--- src/rtl/lpfr_pkg.sv ---
package lpfr_pkg;

	localparam int unsigned ByteW  = 8;
	localparam int unsigned LenW   = 16;
	localparam int unsigned StatW  = 3;
	localparam int unsigned CfgIdxW = 8;
	localparam int unsigned CfgDatW = 16;

	// register indexes on the configuration port
	localparam logic [CfgIdxW-1:0] RegFrameId   = 8'd0;
	localparam logic [CfgIdxW-1:0] RegMaxLength = 8'd1;

	localparam logic [ByteW-1:0] FrameIdReset   = 8'd117;
	localparam logic [LenW-1:0]  MaxLengthReset = 16'd256;

	// frame status codes
	localparam logic [StatW-1:0] StBusy    = 3'd0;
	localparam logic [StatW-1:0] StOk      = 3'd1;
	localparam logic [StatW-1:0] StBadId   = 3'd2;
	localparam logic [StatW-1:0] StTooLong = 3'd3;
	localparam logic [StatW-1:0] StBadSum  = 3'd4;

	typedef struct packed {
		logic [ByteW-1:0] frame_id;
		logic [LenW-1:0]  max_length;
	} cfg_t;

	typedef struct packed {
		logic             payload_valid;
		logic [LenW-1:0]  payload_index;
		logic [ByteW-1:0] payload_byte;
		logic             frame_end;
		logic [StatW-1:0] status;
	} result_t;

endpackage

--- src/rtl/lpfr_if.sv ---
interface lpfr_byte_if;
	logic                         valid;
	logic                         ready;
	logic [lpfr_pkg::ByteW-1:0]   rx_byte;

	modport source (output valid, output rx_byte, input ready);
	modport sink (input valid, input rx_byte, output ready);
endinterface

interface lpfr_result_if;
	logic                         valid;
	logic                         ready;
	logic                         payload_valid;
	logic [lpfr_pkg::LenW-1:0]    payload_index;
	logic [lpfr_pkg::ByteW-1:0]   payload_byte;
	logic                         frame_end;
	logic [lpfr_pkg::StatW-1:0]   status;

	modport source (output valid, output payload_valid, output payload_index,
		output payload_byte, output frame_end, output status, input ready);
	modport sink (input valid, input payload_valid, input payload_index,
		input payload_byte, input frame_end, input status, output ready);
endinterface

interface lpfr_cfg_if;
	logic                          valid;
	logic                          ready;
	logic [lpfr_pkg::CfgIdxW-1:0]  index;
	logic [lpfr_pkg::CfgDatW-1:0]  data;

	modport source (output valid, output index, output data, input ready);
	modport sink (input valid, input index, input data, output ready);
endinterface

--- src/rtl/lpfr_cfg_regs.sv ---
module lpfr_cfg_regs (
	input  logic                         clk,
	input  logic                         arst_n,
	input  logic                         wr_en,
	input  logic [lpfr_pkg::CfgIdxW-1:0] wr_index,
	input  logic [lpfr_pkg::CfgDatW-1:0] wr_data,
	output lpfr_pkg::cfg_t               cfg
);

	logic [lpfr_pkg::ByteW-1:0] frame_id_q;
	logic [lpfr_pkg::LenW-1:0]  max_length_q;

	// unknown indexes are dropped
	always_ff @(posedge clk or negedge arst_n) begin
		if (!arst_n) begin
			frame_id_q   <= lpfr_pkg::FrameIdReset;
			max_length_q <= lpfr_pkg::MaxLengthReset;
		end else if (wr_en) begin
			unique case (wr_index)
				lpfr_pkg::RegFrameId:   frame_id_q   <= wr_data[lpfr_pkg::ByteW-1:0];
				lpfr_pkg::RegMaxLength: max_length_q <= wr_data[lpfr_pkg::LenW-1:0];
				default: ;
			endcase
		end
	end

	assign cfg.frame_id   = frame_id_q;
	assign cfg.max_length = max_length_q;

endmodule

--- src/rtl/lpfr_parser.sv ---
module lpfr_parser (
	input  logic                       clk,
	input  logic                       arst_n,
	input  logic                       step,
	input  logic [lpfr_pkg::ByteW-1:0] rx_byte,
	input  lpfr_pkg::cfg_t             cfg,
	output lpfr_pkg::result_t          result
);

	localparam logic [2:0] PhWaitId = 3'd0;
	localparam logic [2:0] PhLenHi  = 3'd1;
	localparam logic [2:0] PhLenLo  = 3'd2;
	localparam logic [2:0] PhData   = 3'd3;
	localparam logic [2:0] PhCheck  = 3'd4;

	logic [2:0]                 phase_q, phase_d;
	logic [lpfr_pkg::LenW-1:0]  len_q, len_d;
	logic [lpfr_pkg::LenW-1:0]  count_q, count_d;
	logic [lpfr_pkg::ByteW-1:0] sum_q, sum_d;
	logic [lpfr_pkg::LenW-1:0]  full_len;
	logic [lpfr_pkg::LenW:0]    count_inc;

	assign full_len  = {len_q[lpfr_pkg::LenW-1:lpfr_pkg::ByteW], rx_byte};
	assign count_inc = {1'b0, count_q} + {{lpfr_pkg::LenW{1'b0}}, 1'b1};

	always_comb begin
		phase_d = phase_q;
		len_d   = len_q;
		count_d = count_q;
		sum_d   = sum_q;
		result  = '0;
		result.status = lpfr_pkg::StBusy;
		unique case (phase_q)
			PhLenHi: begin
				len_d   = {rx_byte, {lpfr_pkg::ByteW{1'b0}}};
				phase_d = PhLenLo;
			end
			PhLenLo: begin
				len_d   = full_len;
				count_d = '0;
				if (full_len > cfg.max_length) begin
					result.frame_end = 1'b1;
					result.status    = lpfr_pkg::StTooLong;
					phase_d          = PhWaitId;
				end else if (full_len == '0) begin
					phase_d = PhCheck;
				end else begin
					phase_d = PhData;
				end
			end
			PhData: begin
				sum_d                = sum_q + rx_byte;
				result.payload_valid = 1'b1;
				result.payload_index = count_q;
				result.payload_byte  = rx_byte;
				if (count_inc >= {1'b0, len_q}) begin
					count_d = '0;
					phase_d = PhCheck;
				end else begin
					count_d = count_inc[lpfr_pkg::LenW-1:0];
				end
			end
			PhCheck: begin
				result.frame_end = 1'b1;
				result.status    = (sum_q == rx_byte) ? lpfr_pkg::StOk : lpfr_pkg::StBadSum;
				phase_d          = PhWaitId;
			end
			default: begin
				// waiting for id; unused codes land here too
				if (rx_byte == cfg.frame_id) begin
					sum_d   = '0;
					count_d = '0;
					phase_d = PhLenHi;
				end else begin
					result.frame_end = 1'b1;
					result.status    = lpfr_pkg::StBadId;
					phase_d          = PhWaitId;
				end
			end
		endcase
	end

	always_ff @(posedge clk or negedge arst_n) begin
		if (!arst_n) begin
			phase_q <= PhWaitId;
			len_q   <= '0;
			count_q <= '0;
			sum_q   <= '0;
		end else if (step) begin
			phase_q <= phase_d;
			len_q   <= len_d;
			count_q <= count_d;
			sum_q   <= sum_d;
		end
	end

endmodule

--- src/rtl/length_prefixed_frame_receiver.sv ---
// length-prefixed frame receiver: takes one received byte per item and parses frames of
// id byte, length high, length low, payload bytes, additive checksum byte; every item gives
// exactly one result item: payload bytes come out with their index, and the closing byte of
// a frame (or the byte that aborts it: wrong id, length above max_length) carries frame_end
// with the status; after any end the block waits for the next id on its own. an item goes
// through an input register and then a result register, from which its result is presented,
// and one item per cycle is sustained as long as the result side keeps ready high; the
// parser's frame state updates once per item. registers: index 0 is frame_id, index 1 is
// max_length; other indexes are ignored. write them only while idle.
module length_prefixed_frame_receiver (
	input  logic          clk,
	input  logic          arst_n,
	lpfr_byte_if.sink     rx,
	lpfr_result_if.source res,
	lpfr_cfg_if.sink      cfg
);

	lpfr_pkg::cfg_t    cfg_regs;
	lpfr_pkg::result_t result;
	lpfr_pkg::result_t result_s2;

	logic                       valid_s1;
	logic [lpfr_pkg::ByteW-1:0] byte_s1;
	logic                       valid_s2;
	logic                       adv_s1;

	// config writes are always taken
	assign cfg.ready = 1'b1;

	lpfr_cfg_regs u_cfg_regs (
		.clk      (clk),
		.arst_n   (arst_n),
		.wr_en    (cfg.valid),
		.wr_index (cfg.index),
		.wr_data  (cfg.data),
		.cfg      (cfg_regs)
	);

	// stage 1 moves into the result register when that slot is free or being drained
	assign adv_s1   = valid_s1 && (!valid_s2 || res.ready);
	assign rx.ready = !valid_s1 || adv_s1;

	always_ff @(posedge clk or negedge arst_n) begin
		if (!arst_n) begin
			valid_s1 <= 1'b0;
		end else if (rx.ready) begin
			valid_s1 <= rx.valid;
		end
	end

	// input byte register, no reset needed
	always_ff @(posedge clk) begin
		if (rx.ready && rx.valid) begin
			byte_s1 <= rx.rx_byte;
		end
	end

	// frame state advances exactly once per item, when it enters the result register
	lpfr_parser u_parser (
		.clk     (clk),
		.arst_n  (arst_n),
		.step    (adv_s1),
		.rx_byte (byte_s1),
		.cfg     (cfg_regs),
		.result  (result)
	);

	always_ff @(posedge clk or negedge arst_n) begin
		if (!arst_n) begin
			valid_s2 <= 1'b0;
		end else if (!valid_s2 || res.ready) begin
			valid_s2 <= valid_s1;
		end
	end

	// result register
	always_ff @(posedge clk) begin
		if (adv_s1) begin
			result_s2 <= result;
		end
	end

	assign res.valid         = valid_s2;
	assign res.payload_valid = result_s2.payload_valid;
	assign res.payload_index = result_s2.payload_index;
	assign res.payload_byte  = result_s2.payload_byte;
	assign res.frame_end     = result_s2.frame_end;
	assign res.status        = result_s2.status;

endmodule

--- src/flat_wrapper.sv ---
// flat-port wrapper written by rule: the top's interface ports become plain ports
module length_prefixed_frame_receiver_flat 
  (clk, arst_n, rx_valid, rx_rx_byte, rx_ready, res_valid, res_payload_valid, res_payload_index, res_payload_byte, res_frame_end, res_status, res_ready, cfg_valid, cfg_index, cfg_data, cfg_ready);
  lpfr_byte_if rx_i ();
  lpfr_result_if res_i ();
  lpfr_cfg_if cfg_i ();
  input  logic clk;
  input  logic arst_n;
  input wire logic [$bits(rx_i.valid)-1:0] rx_valid;
  input wire logic [$bits(rx_i.rx_byte)-1:0] rx_rx_byte;
  output wire logic [$bits(rx_i.ready)-1:0] rx_ready;
  output wire logic [$bits(res_i.valid)-1:0] res_valid;
  output wire logic [$bits(res_i.payload_valid)-1:0] res_payload_valid;
  output wire logic [$bits(res_i.payload_index)-1:0] res_payload_index;
  output wire logic [$bits(res_i.payload_byte)-1:0] res_payload_byte;
  output wire logic [$bits(res_i.frame_end)-1:0] res_frame_end;
  output wire logic [$bits(res_i.status)-1:0] res_status;
  input wire logic [$bits(res_i.ready)-1:0] res_ready;
  input wire logic [$bits(cfg_i.valid)-1:0] cfg_valid;
  input wire logic [$bits(cfg_i.index)-1:0] cfg_index;
  input wire logic [$bits(cfg_i.data)-1:0] cfg_data;
  output wire logic [$bits(cfg_i.ready)-1:0] cfg_ready;
  assign rx_i.valid = rx_valid;
  assign rx_i.rx_byte = rx_rx_byte;
  assign rx_ready = rx_i.ready;
  assign res_valid = res_i.valid;
  assign res_payload_valid = res_i.payload_valid;
  assign res_payload_index = res_i.payload_index;
  assign res_payload_byte = res_i.payload_byte;
  assign res_frame_end = res_i.frame_end;
  assign res_status = res_i.status;
  assign res_i.ready = res_ready;
  assign cfg_i.valid = cfg_valid;
  assign cfg_i.index = cfg_index;
  assign cfg_i.data = cfg_data;
  assign cfg_ready = cfg_i.ready;
  length_prefixed_frame_receiver u_core (.clk(clk), .arst_n(arst_n), .rx(rx_i), .res(res_i), .cfg(cfg_i));
endmodule
--- config.mk ---
export PLATFORM = sky130hd
export DESIGN_NAME = length_prefixed_frame_receiver_flat
export DESIGN_NICKNAME = d
export VERILOG_FILES = /design/src/rtl/lpfr_pkg.sv /design/src/rtl/lpfr_if.sv /design/src/rtl/lpfr_cfg_regs.sv /design/src/rtl/lpfr_parser.sv /design/src/rtl/length_prefixed_frame_receiver.sv /design/src/flat_wrapper.sv
export SDC_FILE = /design/constraint.sdc
export NUM_CORES = 1
export LEC_CHECK = 0
export ABC_AREA = 1
export BUFFER_PORTS_ARGS = -buffer_cell sky130_fd_sc_hd__buf_2
export CAP_MARGIN = 20
export CORE_MARGIN = 3
export CORE_UTILIZATION = 51
export CTS_CLUSTER_SIZE = 8
export DETAILED_ROUTE_END_ITERATION = 12
export HOLD_SLACK_MARGIN = 0.06
export MAX_ROUTING_LAYER = met4
export PLACE_DENSITY = 0.76
export SLEW_MARGIN = 10
export SYNTH_ARGS = -nofsm -noshare
export SYNTH_HDL_FRONTEND = slang
export SYNTH_SLANG_ARGS = --single-unit
--- constraint.sdc ---
create_clock -name clk -period 2.9 [get_ports clk]
set_input_delay 0.58 -clock clk [delete_from_list [all_inputs] [get_ports clk]]
set_output_delay 0.58 -clock clk [all_outputs]
set_load 0.01 [all_outputs]
==> reports/metrics.csv <==
stage,metric,value,unit
outcome,status,"finished, final reports clean",
synthesis,postSynthCellCount,650,
power,leakagePower,3.30,nW
cells_and_area,antennaDiodeCount,0,
floorplanning,die_x,113,um
floorplanning,die_h,113,um
cells_and_area,areaGrowthSynthToFinish,15.5,%
clock_tree,clk_pin_slew_worst_paths,80,ps
setup_path,rrSetupSlack,120,ps
clock_tree,cts_tree,yes,
grt,grt_max_degree,70,
grt,gr-total-overflow,0,
synthesis,yosysTopAreaCell,dfrtp_1,
flow_run,cap_violations,0,
route,dr.first_iter.drc_count,275,
power,vdd_drop_max,370,uV
sta,fin_hold_ws,397,ps
cells_and_area,layout-drive-gt1-share,20.3,%
setup_path,cp.required,3150,ps
clock_tree,cts.sinks,106,
synthesis,synth-seq-cells,106,
clock_tree,ctsRootBufferMaster,clkbuf_16,
grt,met1_usage,27.1,%
route,drcViolationCount,0,
synthesis,synth_edf_count,37,
grt,grtUsageMet2,34.5,%
sta,fmax,360,MHz
sta,fin_crit_sh,95.7,%
sta,finalHoldViolCount,0,
sta,finalCriticalPeriod,2780,ps
floorplanning,rows,38,
cells_and_area,fin_nets,801,
route,vias,4644,
floorplanning,core_area,11000,um^2
clock_tree,ctsHoldBuffers,0,
synthesis,synth.avg_cell_area,8.94,um^2
setup_path,start_kind,flop,
min_path,worstHoldEndpoint,u_core.byte_s1[5],
sta,report.final.slew_viol_count,0,
synthesis,synth_top_area_share,27.1,%
grt,top_usage_layer,met2,
min_path,hp-class,in -> reg,
setup_path,endpoint_kind,flop,
synthesis,netlist_area,5810,um^2
synthesis,yosysSeqAreaShare,48.9,%
route,avgRoutedWirePerCell,14.9,um
place,detailed_place_hpwl,9.18,mm
grt,antenna_found_initial,0,
floorplanning,io_pins,69,
synthesis,synth_fp_nets,728,
grt,grtUsageTotal,21.5,%
setup_path,rr_endpoint,u_core.u_parser.phase_q[1],
min_path,hold_path_depth,1,
clock_tree,numCtsBuffers,9,
setup_path,path_max_fanout,7,
clock_tree,clock_path_buffers,2,
place,dp_slack,13.1,ps
clock_tree,clk_latency,360,ps
place,port_buffers,67,
setup_path,reg2regPathDepth,19,
power,powerDensity,821,nW/um^2
route,ant_nets,0,
min_path,worstHoldStart,rx_rx_byte[5],
synthesis,netlist-cell-type-count,39,
grt,grt_pass1_vias,4603,
sta,fin_worst_skew,14.7,ps
route,wirelength,12.9,mm
setup_path,r2r-start,u_core.u_parser.count_q[0],
setup_path,path_class,reg -> reg,
route,dr.pass1.iters,5,
synthesis,synth_area_leaders,"dfrtp_1 (27%), edfxtp_1 (19%), nand2_1 (8.7%)",
sta,worst_pin_slew,894,ps
synthesis,synthFlopType,dfrtp_1,
sta,setup_ws,124,ps
floorplanning,start_util,52.9,%
synthesis,yosys_warnings,0,
sta,relSlewSlack,40.4,%
place,gp_congestion,0.948,
grt,use_met3,4.22,%
setup_path,arrival,3020,ps
floorplanning,die_area,12700,um^2
sta,setup_violations,0,
clock_tree,htree_levels,3,
grt,grt_pass1_wl,21.4,mm
route,vias_per_cell,5.35,
synthesis,synthArstFlopShare,65.1,%
-- worst max-delay path: stages, from the launching register on --
cell and delay (ps):
dfrtp_2 430, ha_4 170, nand3_4 100, nor3_4 280, nand2_2 120, xor2_2 170, ha_1 310, nand2_1 70
inv_1 40, nand2_1 80, nor2_1 60, a21oi_1 140, nand2_1 70, nand2_1 60, nand2_1 70, nand2_2 100
nand2_4 100, buf_6 150, nand3_1 80, nand2_1 50
-- worst max path at each step --
stage	slack (ps)	depth (start not counted)	endpoint	start
after detailed placement	10	19	u_core.u_parser.phase_q[2]	u_core.u_parser.count_q[0]
after floorplan	420	15	u_core.u_parser.count_q[6]	u_core.u_parser.count_q[0]
after CTS	60	18	u_core.u_parser.count_q[13]	u_core.u_parser.count_q[0]
after global placement	160	18	u_core.u_parser.count_q[3]	u_core.u_parser.count_q[0]
final	120	19	u_core.u_parser.phase_q[1]	u_core.u_parser.count_q[0]
after global routing	-60	19	u_core.u_parser.phase_q[2]	u_core.u_parser.count_q[0]
-- synthesized netlist by cell type, types with 12 or more instances --
library cell and number:
nand3_1 37, a21oi_1 25, edfxtp_1 37, nand2_1 135
o22ai_1 12, nor2_1 55, xor2_1 14, dfrtp_1 63
ha_1 40, inv_1 104, o21ai_0 31
-- metrics by stage --
stage | instance area (um^2) | cells | utilization (%) | setup TNS, ps | power, mW
2_1_floorplan | 5810 | 650 | - | 0 | 3.57
3_3_place_gp | 6260 | 846 | 57.0 | 0 | 3.99
3_5_place_dp | 6260 | 846 | 57.0 | 0 | 4.10
4_1_cts | 6600 | 864 | 60.1 | 0 | 5.40
5_1_grt | 6720 | 868 | 61.2 | -385 | 5.93
6_report | 6720 | 868 | 61.2 | 0 | 5.52
-- cells by family after synthesis --
kind of cell / synth area share, %
flops: 48.9
xor+xnor: 3.31
buf+inv: 8.63
compound gates: 9.04
simple gates: 21.1
fa+ha+maj: 8.95
other cells: 0.0645
-- power breakdown --
part	leakage [nW]	switching (mW)	internal, mW
Sequential	1.17	0.243	1.89
Clock	0.147	0.566	0.724
Combinational	1.99	1.32	0.770
-- per-layer routing --
metal  wire [um]  share of wire [%]
met3         898                6.9
met2        6350                 49
met4         315                2.4
met5           0                  0
met1        5360                 41
-- sequential cells by signal, indices dropped and copies added, names as in the netlist --
| signal | flops |
|---|---|
| u_core.u_parser.sum_q | 8 |
| u_core.res.valid | 1 |
| u_core.valid_s1 | 1 |
| u_core.u_parser.phase_q | 3 |
| u_core.u_parser.count_q | 16 |
| u_core.res.payload_byte | 8 |
| u_core.u_parser.len_q | 16 |
| u_core.res.frame_end | 1 |
| u_core.res.payload_valid | 1 |
| u_core.res.status | 3 |
| u_core.u_cfg_regs.frame_id_q | 8 |
| u_core.res.payload_index | 16 |
| u_core.byte_s1 | 8 |
| u_core.u_cfg_regs.max_length_q | 16 |
-- final cells by class --
| type | count | area (um^2) |
|---|---|---|
| Clock buffer | 11 | 254 |
| Sequential cell | 106 | 2850 |
| Multi-Input combinational cell | 421 | 2540 |
| Tap cell | 140 | 175 |
| Inverter | 108 | 405 |
| Clock inverter | 5 | 58.8 |
| Fill cell | 909 | 4270 |
| Timing Repair Buffer | 77 | 427 |
-- cells in the final DEF (no fill, tap or decap), types with 7 or more instances in the layout --
master,instances
edfxtp_1,37
a21oi_1,25
nand4_1,9
inv_1,104
buf_2,67
nor3_1,10
nand2_1,133
nor2_1,51
dfrtp_1,58
o21ai_0,31
buf_4,8
o22ai_2,10
o22ai_1,12
xor2_1,11
ha_1,39
nand3_1,34
clkbuf_16,10
nand2_2,7
xnor2_1,8
-- repair_timing --
| item | in CTS | in global routing |
|---|---|---|
| setup buffers | 2 | 4 |
| pin swaps | 1 | 5 |
| endpoints found under the setup margin | 4 | 18 |
| resized for setup | 0 | 24 |
(Power assumes the default switching activity.)
